--- src/rtl/core/kptt_pkg.sv ---
// ----------------------------------------------------------------------------
// kptt_pkg: keyed priority task table shared definitions
// Item types, operation and status codes, controller states and the
// command and status groups between controller and datapath.
// ----------------------------------------------------------------------------
`default_nettype none

package kptt_pkg;

  localparam int OP_W   = 2;
  localparam int TASK_W = 6;
  localparam int USER_W = 16;
  localparam int PRIO_W = 16;
  localparam int STAT_W = 2;

  localparam int NUM_TASKS_DEF     = 64;
  localparam int PRIORITY_BITS_DEF = 16;
  localparam int USER_BITS_DEF     = 16;

  localparam logic [OP_W-1:0] OP_ADD    = 2'd0;
  localparam logic [OP_W-1:0] OP_EDIT   = 2'd1;
  localparam logic [OP_W-1:0] OP_REMOVE = 2'd2;
  localparam logic [OP_W-1:0] OP_EXEC   = 2'd3;

  localparam logic [STAT_W-1:0] STAT_OK        = 2'd0;
  localparam logic [STAT_W-1:0] STAT_EMPTY     = 2'd1;
  localparam logic [STAT_W-1:0] STAT_NOT_FOUND = 2'd2;

  typedef struct packed {
    logic [OP_W-1:0]   operation;
    logic [TASK_W-1:0] task_id;
    logic [USER_W-1:0] user_id;
    logic [PRIO_W-1:0] priority_req;
  } in_item_t;

  typedef struct packed {
    logic [STAT_W-1:0] status;
    logic [USER_W-1:0] top_user;
    logic [TASK_W-1:0] top_task;
  } out_item_t;

  typedef enum logic [2:0] {
    S_CLEAR,
    S_IDLE,
    S_MODIFY,
    S_SCAN,
    S_RETIRE
  } state_t;

  typedef struct packed {
    logic accept;
    logic clear_wr;
    logic scan_step;
    logic modify;
    logic retire;
  } dp_cmd_t;

  typedef struct packed {
    logic req_exec;
    logic req_lookup;
    logic clear_last;
    logic scan_last;
    logic out_free;
  } dp_stat_t;

endpackage

`default_nettype wire

--- src/rtl/core/kptt_dp.sv ---
// ----------------------------------------------------------------------------
// kptt_dp: keyed priority task table datapath
// Task memory, scan index, request and best-candidate registers and the
// result register.
// ----------------------------------------------------------------------------
`default_nettype none

module kptt_dp #(
  parameter int NUM_TASKS     = kptt_pkg::NUM_TASKS_DEF,
  parameter int PRIORITY_BITS = kptt_pkg::PRIORITY_BITS_DEF,
  parameter int USER_BITS     = kptt_pkg::USER_BITS_DEF
) (
  input  logic                clk,
  input  logic                rst_n,
  input  kptt_pkg::dp_cmd_t   cmd,
  output kptt_pkg::dp_stat_t  stat,
  input  kptt_pkg::in_item_t  in_item,
  input  logic                out_stall,
  output logic                out_valid,
  output kptt_pkg::out_item_t out_item
);
  import kptt_pkg::*;

  localparam int IDX_W  = (NUM_TASKS > 1) ? $clog2(NUM_TASKS) : 1;
  localparam int WORD_W = 1 + PRIORITY_BITS + USER_BITS;
  localparam logic [IDX_W-1:0] LAST_IDX = IDX_W'(NUM_TASKS - 1);

  logic [WORD_W-1:0] mem_r [NUM_TASKS];
  logic [WORD_W-1:0] rdata_r;
  logic [IDX_W-1:0]  raddr;
  logic [IDX_W-1:0]  waddr;
  logic [WORD_W-1:0] wdata;
  logic              we;

  logic [IDX_W-1:0] idx_r, idx_nxt;

  logic [OP_W-1:0]          req_op_r, req_op_nxt;
  logic [PRIORITY_BITS-1:0] req_prio_r, req_prio_nxt;

  logic                     found_r, found_nxt;
  logic [IDX_W-1:0]         best_idx_r, best_idx_nxt;
  logic [PRIORITY_BITS-1:0] best_prio_r, best_prio_nxt;
  logic [USER_BITS-1:0]     best_user_r, best_user_nxt;

  logic      out_valid_r, out_valid_nxt;
  out_item_t out_item_r, out_item_nxt;
  logic      load_out;

  logic                     rd_valid;
  logic [PRIORITY_BITS-1:0] rd_prio;
  logic [USER_BITS-1:0]     rd_user;
  logic [IDX_W-1:0]         in_addr;
  logic                     in_id_ok;
  logic [PRIORITY_BITS-1:0] in_prio;
  logic [USER_BITS-1:0]     in_user;
  logic                     take;

  assign rd_valid = rdata_r[WORD_W-1];
  assign rd_prio  = rdata_r[PRIORITY_BITS+USER_BITS-1 -: PRIORITY_BITS];
  assign rd_user  = rdata_r[USER_BITS-1:0];

  assign in_addr  = IDX_W'(in_item.task_id);
  assign in_id_ok = 32'(in_item.task_id) < 32'(NUM_TASKS);
  assign in_prio  = PRIORITY_BITS'(in_item.priority_req);
  assign in_user  = USER_BITS'(in_item.user_id);

  assign take = rd_valid && (!found_r || (rd_prio >= best_prio_r));

  assign stat.req_exec   = (in_item.operation == OP_EXEC);
  assign stat.req_lookup = (in_item.operation == OP_EDIT || in_item.operation == OP_REMOVE)
                           && in_id_ok;
  assign stat.clear_last = (idx_r == LAST_IDX);
  assign stat.scan_last  = (idx_r == LAST_IDX);
  assign stat.out_free   = !out_valid_r || !out_stall;

  always_comb begin
    raddr         = idx_r;
    we            = 1'b0;
    waddr         = idx_r;
    wdata         = '0;
    idx_nxt       = idx_r;
    req_op_nxt    = req_op_r;
    req_prio_nxt  = req_prio_r;
    found_nxt     = found_r;
    best_idx_nxt  = best_idx_r;
    best_prio_nxt = best_prio_r;
    best_user_nxt = best_user_r;
    load_out      = 1'b0;
    out_item_nxt  = out_item_r;

    priority if (cmd.clear_wr) begin
      we      = 1'b1;
      idx_nxt = stat.clear_last ? '0 : idx_r + IDX_W'(1);
    end else if (cmd.accept) begin
      req_op_nxt   = in_item.operation;
      req_prio_nxt = in_prio;
      priority if (in_item.operation == OP_EXEC) begin
        raddr     = '0;
        idx_nxt   = '0;
        found_nxt = 1'b0;
      end else if (!in_id_ok) begin
        load_out     = 1'b1;
        out_item_nxt = '{status: STAT_NOT_FOUND, top_user: '0, top_task: '0};
      end else if (in_item.operation == OP_ADD) begin
        we           = 1'b1;
        waddr        = in_addr;
        wdata        = {1'b1, in_prio, in_user};
        load_out     = 1'b1;
        out_item_nxt = '{status: STAT_OK, top_user: '0, top_task: '0};
      end else begin
        raddr = in_addr;
        idx_nxt = in_addr;
      end
    end else if (cmd.scan_step) begin
      if (take) begin
        found_nxt     = 1'b1;
        best_idx_nxt  = idx_r;
        best_prio_nxt = rd_prio;
        best_user_nxt = rd_user;
      end
      if (!stat.scan_last) begin
        idx_nxt = idx_r + IDX_W'(1);
        raddr   = idx_r + IDX_W'(1);
      end
    end else if (cmd.modify) begin
      load_out = 1'b1;
      priority if (!rd_valid) begin
        out_item_nxt = '{status: STAT_NOT_FOUND, top_user: '0, top_task: '0};
      end else if (req_op_r == OP_EDIT) begin
        we           = 1'b1;
        wdata        = {1'b1, req_prio_r, rd_user};
        out_item_nxt = '{status: STAT_OK, top_user: '0, top_task: '0};
      end else begin
        we           = 1'b1;
        wdata        = {1'b0, rd_prio, rd_user};
        out_item_nxt = '{status: STAT_OK, top_user: '0, top_task: '0};
      end
    end else if (cmd.retire) begin
      load_out = 1'b1;
      if (found_r) begin
        we           = 1'b1;
        waddr        = best_idx_r;
        wdata        = {1'b0, best_prio_r, best_user_r};
        out_item_nxt = '{status: STAT_OK, top_user: USER_W'(best_user_r),
                         top_task: TASK_W'(best_idx_r)};
      end else begin
        out_item_nxt = '{status: STAT_EMPTY, top_user: '0, top_task: '0};
      end
    end

    out_valid_nxt = load_out ? 1'b1 : (out_valid_r && out_stall);
  end

  // task memory, registered read
  always_ff @(posedge clk) begin
    if (we) begin
      mem_r[waddr] <= wdata;
    end
    rdata_r <= mem_r[raddr];
  end

  always_ff @(posedge clk) begin
    if (!rst_n) begin
      idx_r       <= '0;
      found_r     <= 1'b0;
      out_valid_r <= 1'b0;
    end else begin
      idx_r       <= idx_nxt;
      found_r     <= found_nxt;
      out_valid_r <= out_valid_nxt;
    end
  end

  always_ff @(posedge clk) begin
    req_op_r    <= req_op_nxt;
    req_prio_r  <= req_prio_nxt;
    best_idx_r  <= best_idx_nxt;
    best_prio_r <= best_prio_nxt;
    best_user_r <= best_user_nxt;
    out_item_r  <= out_item_nxt;
  end

  assign out_valid = out_valid_r;
  assign out_item  = out_item_r;

  a_no_overwrite: assert property (@(posedge clk) disable iff (!rst_n)
    load_out |-> !(out_valid_r && out_stall))
    else $error("result register overwritten while stalled");

  a_idx_range: assert property (@(posedge clk) disable iff (!rst_n)
    idx_r <= LAST_IDX)
    else $error("table index out of range");

  a_modify_after_accept: assert property (@(posedge clk) disable iff (!rst_n)
    cmd.modify |-> $past(cmd.accept))
    else $error("modify without a preceding lookup");

endmodule

`default_nettype wire

--- src/rtl/core/kptt_ctrl.sv ---
// ----------------------------------------------------------------------------
// kptt_ctrl: keyed priority task table controller
// Sequences the clearing pass, input acceptance, lookups and the
// one-entry-per-cycle scan for execute top.
// ----------------------------------------------------------------------------
`default_nettype none

module kptt_ctrl (
  input  logic               clk,
  input  logic               rst_n,
  input  logic               in_valid,
  output logic               in_stall,
  input  kptt_pkg::dp_stat_t stat,
  output kptt_pkg::dp_cmd_t  cmd
);
  import kptt_pkg::*;

  state_t state_r, state_nxt;
  logic   accept;

  always_ff @(posedge clk) begin
    if (!rst_n) begin
      state_r <= S_CLEAR;
    end else begin
      state_r <= state_nxt;
    end
  end

  always_comb begin
    state_nxt = state_r;
    cmd       = '0;
    in_stall  = 1'b1;
    accept    = 1'b0;

    unique case (state_r)
      S_CLEAR: begin
        cmd.clear_wr = 1'b1;
        if (stat.clear_last) begin
          state_nxt = S_IDLE;
        end
      end
      S_IDLE: begin
        in_stall   = !stat.out_free;
        accept     = in_valid && stat.out_free;
        cmd.accept = accept;
        if (accept) begin
          priority if (stat.req_exec) begin
            state_nxt = S_SCAN;
          end else if (stat.req_lookup) begin
            state_nxt = S_MODIFY;
          end
        end
      end
      S_MODIFY: begin
        cmd.modify = 1'b1;
        state_nxt  = S_IDLE;
      end
      S_SCAN: begin
        cmd.scan_step = 1'b1;
        if (stat.scan_last) begin
          state_nxt = S_RETIRE;
        end
      end
      S_RETIRE: begin
        cmd.retire = 1'b1;
        state_nxt  = S_IDLE;
      end
      default: begin
        state_nxt = S_IDLE;
      end
    endcase
  end

  a_scan_to_retire: assert property (@(posedge clk) disable iff (!rst_n)
    (state_r == S_SCAN && stat.scan_last) |=> state_r == S_RETIRE)
    else $error("scan did not end in retire");

  a_modify_one_cycle: assert property (@(posedge clk) disable iff (!rst_n)
    state_r == S_MODIFY |=> state_r == S_IDLE)
    else $error("modify held longer than one cycle");

  a_retire_from_scan: assert property (@(posedge clk) disable iff (!rst_n)
    state_r == S_RETIRE |-> $past(state_r) == S_SCAN)
    else $error("retire entered without a scan");

endmodule

`default_nettype wire

--- src/rtl/core/keyed_priority_task_table_unit.sv ---
// ----------------------------------------------------------------------------
// keyed_priority_task_table_unit: indexed priority queue of tasks
// Table of tasks addressed by id, each with a priority and an owning user.
//
// Input channel in_valid/in_stall/in_item carries one operation per transfer:
// add, edit priority, remove or execute top. Output channel
// out_valid/out_stall/out_item returns exactly one result per operation.
// Results: add, or any id outside the table, loads the result register at the
// transfer; edit and remove do one registered memory read, then the write
// back with the result; execute top scans the table, reading one table entry
// per cycle from the single-read-port task memory, then retires the best one.
// One operation is in flight at a time; a result waiting in the output
// register does not block the next transfer as long as it drains first.
// After reset a clearing pass marks every entry invalid, with in_stall high
// throughout. While out_stall is high a waiting result holds, and in the idle
// state in_stall stays high until that result drains.
// ----------------------------------------------------------------------------
`default_nettype none

module keyed_priority_task_table_unit #(
  parameter int NUM_TASKS     = kptt_pkg::NUM_TASKS_DEF,
  parameter int PRIORITY_BITS = kptt_pkg::PRIORITY_BITS_DEF,
  parameter int USER_BITS     = kptt_pkg::USER_BITS_DEF
) (
  input  logic                clk,
  input  logic                rst_n,
  input  logic                in_valid,
  output logic                in_stall,
  input  kptt_pkg::in_item_t  in_item,
  output logic                out_valid,
  input  logic                out_stall,
  output kptt_pkg::out_item_t out_item
);
  import kptt_pkg::*;

  dp_cmd_t  cmd;
  dp_stat_t stat;

  kptt_ctrl u_ctrl (
    .clk      (clk),
    .rst_n    (rst_n),
    .in_valid (in_valid),
    .in_stall (in_stall),
    .stat     (stat),
    .cmd      (cmd)
  );

  kptt_dp #(
    .NUM_TASKS     (NUM_TASKS),
    .PRIORITY_BITS (PRIORITY_BITS),
    .USER_BITS     (USER_BITS)
  ) u_dp (
    .clk       (clk),
    .rst_n     (rst_n),
    .cmd       (cmd),
    .stat      (stat),
    .in_item   (in_item),
    .out_stall (out_stall),
    .out_valid (out_valid),
    .out_item  (out_item)
  );

endmodule

`default_nettype wire
--- config.mk ---
export PLATFORM = sky130hd
export DESIGN_NAME = keyed_priority_task_table_unit
export DESIGN_NICKNAME = d
export VERILOG_FILES = /design/src/rtl/core/kptt_pkg.sv /design/src/rtl/core/kptt_dp.sv /design/src/rtl/core/kptt_ctrl.sv /design/src/rtl/core/keyed_priority_task_table_unit.sv
export SDC_FILE = /design/constraint.sdc
export NUM_CORES = 2
export LEC_CHECK = 0
export BUFFER_PORTS_ARGS = -buffer_cell sky130_fd_sc_hd__buf_4
export CAP_MARGIN = 20
export CORE_MARGIN = 4
export CORE_UTILIZATION = 30
export CTS_CLUSTER_SIZE = 8
export DETAILED_ROUTE_END_ITERATION = 6
export PLACE_DENSITY = 0.51
export SETUP_SLACK_MARGIN = 0.5
export SYNTH_ARGS = -nofsm -noshare
export SYNTH_HDL_FRONTEND = slang
export SYNTH_SLANG_ARGS = --single-unit
--- constraint.sdc ---
create_clock -name clk -period 6.3 [get_ports clk]
set_input_delay 0.63 -clock clk [delete_from_list [all_inputs] [get_ports clk]]
set_output_delay 0.63 -clock clk [all_outputs]
set_load 0.01 [all_outputs]
**Word level (Yosys, flattened, before mapping)**

Memories as Yosys holds them, arrays and structs flattened. A register that Yosys moved wholly into a read port is not among the register bits.
Index checks and enable logic that the tools add are counted.

- Flip-flop bits (word level): 91
- Word-level logic and storage cells: 121
- Memory bits (writable): 2112
- Output and inout bits: 26
- Input bits: 44
- Memories: 1

- Bitwise gates (word level): 2
- Add/sub/neg operators: 1
- Magnitude comparators: 1
- Eq/ne operators: 17
- Reduce and logical (&&, ||, !) cells: 20
- Muxes and demuxes: 67

Memories:

| name | words | width | rd ports | clocked after memory_dff | write ports | RTL line | source |
|---|---|---|---|---|---|---|---|
| u_dp.mem_r | 64 | 33 | 1 | 1 | 1 | kptt_dp.sv:28 | `logic [WORD_W-1:0] mem_r [NUM_TASKS];` |

Operators by type and width:

| cell | count |
|---|---|
| 33-bit 2-to-1 mux | 9 |
| 24-bit 2-to-1 mux | 7 |
| 6-bit 2-to-1 mux | 16 |
| 32-bit 2-to-1 mux | 1 |
| 1-bit 2-to-1 mux | 27 |
| 23-bit 2-to-1 mux | 1 |
| 16-bit greater-or-equal comparator | 1 |
| 3-bit 2-to-1 mux | 5 |
| 2-bit by 1-bit inequality test with 1-bit output (second input constant) | 6 |
| 4-bit AND reduction | 3 |
| 3-bit one-hot mux with 3 select lines | 1 |
| 6-bit by 1-bit adder with 6-bit output (second input constant) | 1 |
| 3-bit by 2-bit == test with 1-bit output (second input constant) | 2 |
| 6-bit == test (second input constant) | 1 |
| 5-bit AND reduction | 1 |
| 2-bit by 1-bit == test with 1-bit output (second input constant) | 2 |
| 2-bit == test (second input constant) | 2 |
| 1-bit logical NOT | 4 |
| 2-bit nonzero test | 2 |
| 3-bit by 1-bit == test with 1-bit output (second input constant) | 1 |
| 3-bit == test (second input constant) | 1 |
| 1-bit logical AND | 3 |
| 3-bit logical NOT | 1 |
| 1-bit logical OR | 3 |
| 6 further kinds | 7 |

**Depth between registers and ports, before layout**

- Word-level depth: 9
- Gate-level depth with buffers: 16
- Gate-level depth less buffers: 12

**Cells and area by module**

A second synthesis with hierarchy kept.

- Cell total of the unflattened synthesis: 4223
- Area total of the unflattened synthesis: 86421.6 um^2

By module, submodules not included:

| module | sequential area each (um^2) | area an instance (um^2) | times used | cells an instance |
|---|---|---|---|---|
| kptt_dp | 66643.9 | 86218.9 | 1 | 4202 |
| kptt_ctrl | 60.1 | 202.7 | 1 | 21 |

**Worst setup path after synthesis**

Ideal clock, no wire load.

- Path type: reg-to-reg
- From: register u_ctrl.state_r[0]
- To: memory u_dp.mem_r[0][10] in the netlist's numbering, data pin
- Path buffers: 3
- Stages on the path, launching flop included: 8
- Arrival time: 4.344 ns
- Period minus slack after synthesis: 5.045 ns
- Data required time: 5.598 ns
- Library setup time: 0.702 ns
- Slack: 1.255 ns
- Cell sequence: dfxtp_1 -> buf_2 -> nand2b_1 -> or2_2 -> clkbuf_1 -> buf_1 -> mux2i_1 -> o21ai_0

- Word-level cells in the longest chain between the ends: 7
- Elaborated cells on any way between the ends: 15
- Those cells by class: eq/ne (4); mux (10); reduce/logical (1)

Ends and longest elaborated chain:

| item | RTL line | source |
|---|---|---|
| from (decl) | kptt_ctrl.sv:18 | `state_t state_r, state_nxt;` |
| from (signal assigned) | kptt_ctrl.sv:25 | `state_r <= state_nxt;` |
| 3-bit == test | kptt_ctrl.sv:35 | `unique case (state_r)` |
| 1-bit 2-to-1 mux | kptt_ctrl.sv:35 |  |
| 33-bit 2-to-1 mux | kptt_dp.sv:138 | `end else if (cmd.retire) begin` |
| 33-bit 2-to-1 mux | kptt_dp.sv:125 | `end else if (cmd.modify) begin` |
| 33-bit 2-to-1 mux | kptt_dp.sv:114 | `end else if (cmd.scan_step) begin` |
| 33-bit 2-to-1 mux | kptt_dp.sv:94 | `end else if (cmd.accept) begin` |
| 33-bit 2-to-1 mux * | kptt_dp.sv:91 | `priority if (cmd.clear_wr) begin` |
| named net u_dp.wdata[10] | kptt_dp.sv:32 | `logic [WORD_W-1:0] wdata;` |
| to (decl) | kptt_dp.sv:28 |  |

The timed path passes the listed nets; every way through them passes the cells marked *.

**Worst setup path in the final report**

- From: register u_ctrl.state_r[2]
- To: memory u_dp.mem_r[19][16] in the netlist's numbering, enable pin

- Word-level cells in the longest chain between the ends: 9
- Elaborated cells on any way between the ends: 22
- Those cells by class: eq/ne (4); mux (17); reduce/logical (1)

Ends and longest elaborated chain:

| item | RTL line | source |
|---|---|---|
| 3-bit == test | kptt_ctrl.sv:35 |  |
| 1-bit 2-to-1 mux | kptt_ctrl.sv:35 |  |
| 1-bit 2-to-1 mux | kptt_dp.sv:138 |  |
| 1-bit 2-to-1 mux | kptt_dp.sv:125 |  |
| 1-bit 2-to-1 mux | kptt_dp.sv:114 |  |
| 1-bit 2-to-1 mux | kptt_dp.sv:94 |  |
| 1-bit 2-to-1 mux | kptt_dp.sv:91 |  |
| 1-bit 2-to-1 mux | kptt_dp.sv:156 | `if (we) begin` |
| 1-bit 2-to-1 mux (not written as such) | kptt_dp.sv:157 | `mem_r[waddr] <= wdata;` |

Parallel ways exist; a longest one is shown, timed or not.

==> qor.csv <==
metric,value,unit
status,"complete, no violations",
CTS tree,built,
crit end category,register,
Compound-Gate Fraction of Synth Area,0.0816,
GRT Total Usage,0.195,
Worst Hold Class,in2reg,
# DRC,0,
kind of critical path,reg2reg,
hold_buf cts,20,
DRT Wirelength,308000,µm
post-synthesis adder-cell area fraction,0.00282,
Mapped Avg Cell Area,13.6,µm²
Final Net Count,6871,
"Req. time, crit path",6.89,ns
cell mode on critical path,nand2_1,
layout cells sized above 1,0.122,
GRT overflow,0,
gpl congestion,0.898,
"EDFF count, synth",2192,
Area Growth Syn to Fin,18.2,%
Post-Syn Area,88800,µm²
Die Span Y,552,µm
num ports,70,
Tcrit/Tclk final,0.885,
syn nets,6620,
final slew viol count,0,
Routed WL per cell,28.5,µm
Util after Layout,0.357,
CP Data Arrival Time,6.16,ns
largest net degree at the start of global routing,128,
placed insts,10400,
fmax,0.179,GHz
Tot Pwr,34.2,mW
Final Instance Count excl. Fillers,10800,
vias in the first global route,55200,
Clock transition at path regs,0.06,ns
CP Buf/Inv Count,2,
yosys warns,0,
final setup vio count,0,
Gate Count Post-Synth,6556,
number of DRC markers in iteration 0,7673,
total CTS buffers,330,
delay of the slowest critical-path stage,1.10,ns
Crit Path Max Fanout,21,
die area,305000,µm²
skew final,0.0809,ns
Simple-Gate Fraction of Synth Area,0.133,
CTS-repair resized insts,0,
slew of the pin with the lowest slew margin,1.43,ns
total negative setup slack,0,ns
synth unique cells,71,
Post CTS Setup Buffer Count,0,
pwr dens,325,nW/µm²
critical-path cell list,nand2_1 -> nor3_1 -> inv_1 -> a211o_1 -> a222oi_1 -> nor2b_1 -> nand2_1 -> nor2_4 -> buf_4,
initial antenna violation count,23,
Skew-Pair Late Insertion Delay,0.97,ns
global-route wire length before repair,431000,µm
critical path depth,9,
DIE WIDTH,552,µm
Critical Path Slowest Stage Cell,a222oi_1,
Final min period,5.58,ns
critical path startpoint category,register,
Register-to-Register Path Depth,9,
Min Hold Slack,0.157,ns
ys flop type,edfxtp_1,
Peak VDD IR,0.325,mV
Pre-antenna DRT Iters,6,
Vias per Instance,5.43,
num rows,199,
Sink Count,2236,
family with the most delay on the worst path,simple AND/OR/NAND/NOR gates,
Final Hold Violating Endpoints,0,
post-route ant nets,0,
Max-cap violations,0,
initial core utilization,0.302,
#FFs+latches synth,2236,
mux share of post-synthesis cell area,0.00801,
Max clock buf depth,4,
largest family of logic cells by synthesized area,simple AND/OR/NAND/NOR gates,
IO buf count,69,
Post-Synth XOR/XNOR Area,0.000394,
Leakage,35.1,nW
post-DP HPWL,179000,µm
core area,294000,µm²
Async SR Flop Fraction,0,
hold depth,3,
Max-slew headroom,0.0471,
DR vias,58900,
register area share after synthesis,0.751,
H-tree depth,5,
Root Driver,clkbuf_16,
RSZ-0062 raised after global routing,false,
worst paths after layout:
check	startpoint	slack, ns	to
min	in_item[16]	0.16	u_dp.mem_r[11][0]$_DFFE_PP_
max	u_ctrl.state_r[2]$_SDFFE_PN0P_	0.72	u_dp.mem_r[19][16]$_DFFE_PP_
max reg2reg	u_ctrl.state_r[2]$_SDFFE_PN0P_	0.72	u_dp.mem_r[19][16]$_DFFE_PP_
min reg2reg	u_dp.rdata_r[21]$_DFF_P_	0.50	u_dp.best_prio_r[5]$_DFFE_PP_
kinds of logic (layout without fill, tap and decap cells):
family                   after synthesis  count (layout)
AND/OR/NAND/NOR                     2718            2718
flip-flops                          2236            2236
AO/OA/AOI/OAI                       1019            1019
buffers and inverters                488             845
multiplexers                          71              71
adder cells (fa/ha/maj)               20              20
XOR/XNOR                               4               4
other                                  0               4
registers in the layout (all words and copies together) (netlist names):
name              flops
u_dp.out_item        24
u_dp.idx_r            6
u_dp.best_prio_r     16
u_dp.best_idx_r       6
u_dp.req_prio_r      16
u_dp.found_r          1
u_ctrl.state_r        3
u_dp.rdata_r         33
u_dp.best_user_r     16
u_dp.out_valid        1
u_dp.req_op_r         2
u_dp.mem_r         2112
metrics by stage:
step / cell area [µm²] / setup slack (ns)
after global placement: 95800 / 0.203
final: 105000 / 0.725
after detailed placement: 95900 / 0.954
after floorplan: 88800 / 1.25
after CTS: 105000 / 0.879
after global routing: 105000 / 0.522
worst min-delay path: stages:
cell	delay [ns]
buf_4	0.08
nand2_1	0.08
o21ai_4	0.15
cell type report:
cell class,count,area (µm²)
Fill cell,28100,189000
Sequential cell,2236,66700
Multi-Input combinational cell,3832,21000
Clock buffer,429,8740
Tap cell,3919,4900
Timing Repair Buffer,382,3520
Clock inverter,9,98.8
Inverter,25,93.8
Antenna cell,4,10.0
per-layer routing:
layer  vias to the layer above  GRT usage  wire [µm]
met2                      3059      0.297     138000
met3                       469     0.0396      29300
met5                         -          0         21
met1                     30100      0.275     130000
li1                      25200          -          -
met4                         4     0.0703      11000
cell usage in the layout, fill, tap and decap left out, types with 65 or more instances in the layout:
cell | Yosys | routed
a211oi_1 | 222 | 221
a21oi_1 | 159 | 158
a311oi_1 | 85 | 84
a31oi_1 | 214 | 214
and3_1 | 247 | 247
buf_4 | 5 | 311
clkbuf_1 | 203 | 94
clkbuf_16 | 0 | 335
edfxtp_1 | 2192 | 2192
mux2i_1 | 70 | 70
nand2_1 | 1663 | 1658
nand3_1 | 605 | 605
nor2_4 | 0 | 65
o2111ai_1 | 85 | 85
synthesized netlist by cell type (4+ instances only):
master        n  area, µm²
o41ai_1       5       43.8
buf_4         5       37.5
o211ai_1     11       82.6
o21ai_0      50        250
edfxtp_1   2192      65800
a21o_1        6       45.0
a22o_1       19        166
nand3_1     605       3030
and2_1       33        206
clkbuf_1    203        762
a2bb2oi_1     5       43.8
inv_1        25       93.8
a32o_1        4       40.0
a311oi_1     85        744
nand2b_1      6       37.5
a211o_1       8       70.1
o2111ai_1    85        744
o32a_1        6       60.1
buf_2       169        846
nand2_1    1663       6240
buf_1        86        323
a22oi_1       6       45.0
and3_1      247       1550
nand4_1       8       50.1
a221o_1       4       40.0
a211oi_1    222       1670
o21a_1        6       45.0
o221ai_1      7       61.3
a2111oi_0    17        149
nor2b_1       7       43.8
a21oi_1     159        796
a31oi_1     214       1340
a32oi_1      14        123
nor3_1       26        130
nor2_1      100        375
nor4_1        4       25.0
o22a_1       18        158
a221oi_1      6       52.6
o22ai_1      35        219
mux2i_1      70        701
ha_1         20        250
a222oi_1      5       50.1
dfxtp_1      44        881
power breakdown:
group	internal (mW)	switching [mW]	total (mW)
clock network	9.53	6.06	15.6
registers	16.3	0.182	16.5
logic	0.607	1.52	2.13
Power figures use the tool's default switching activity.
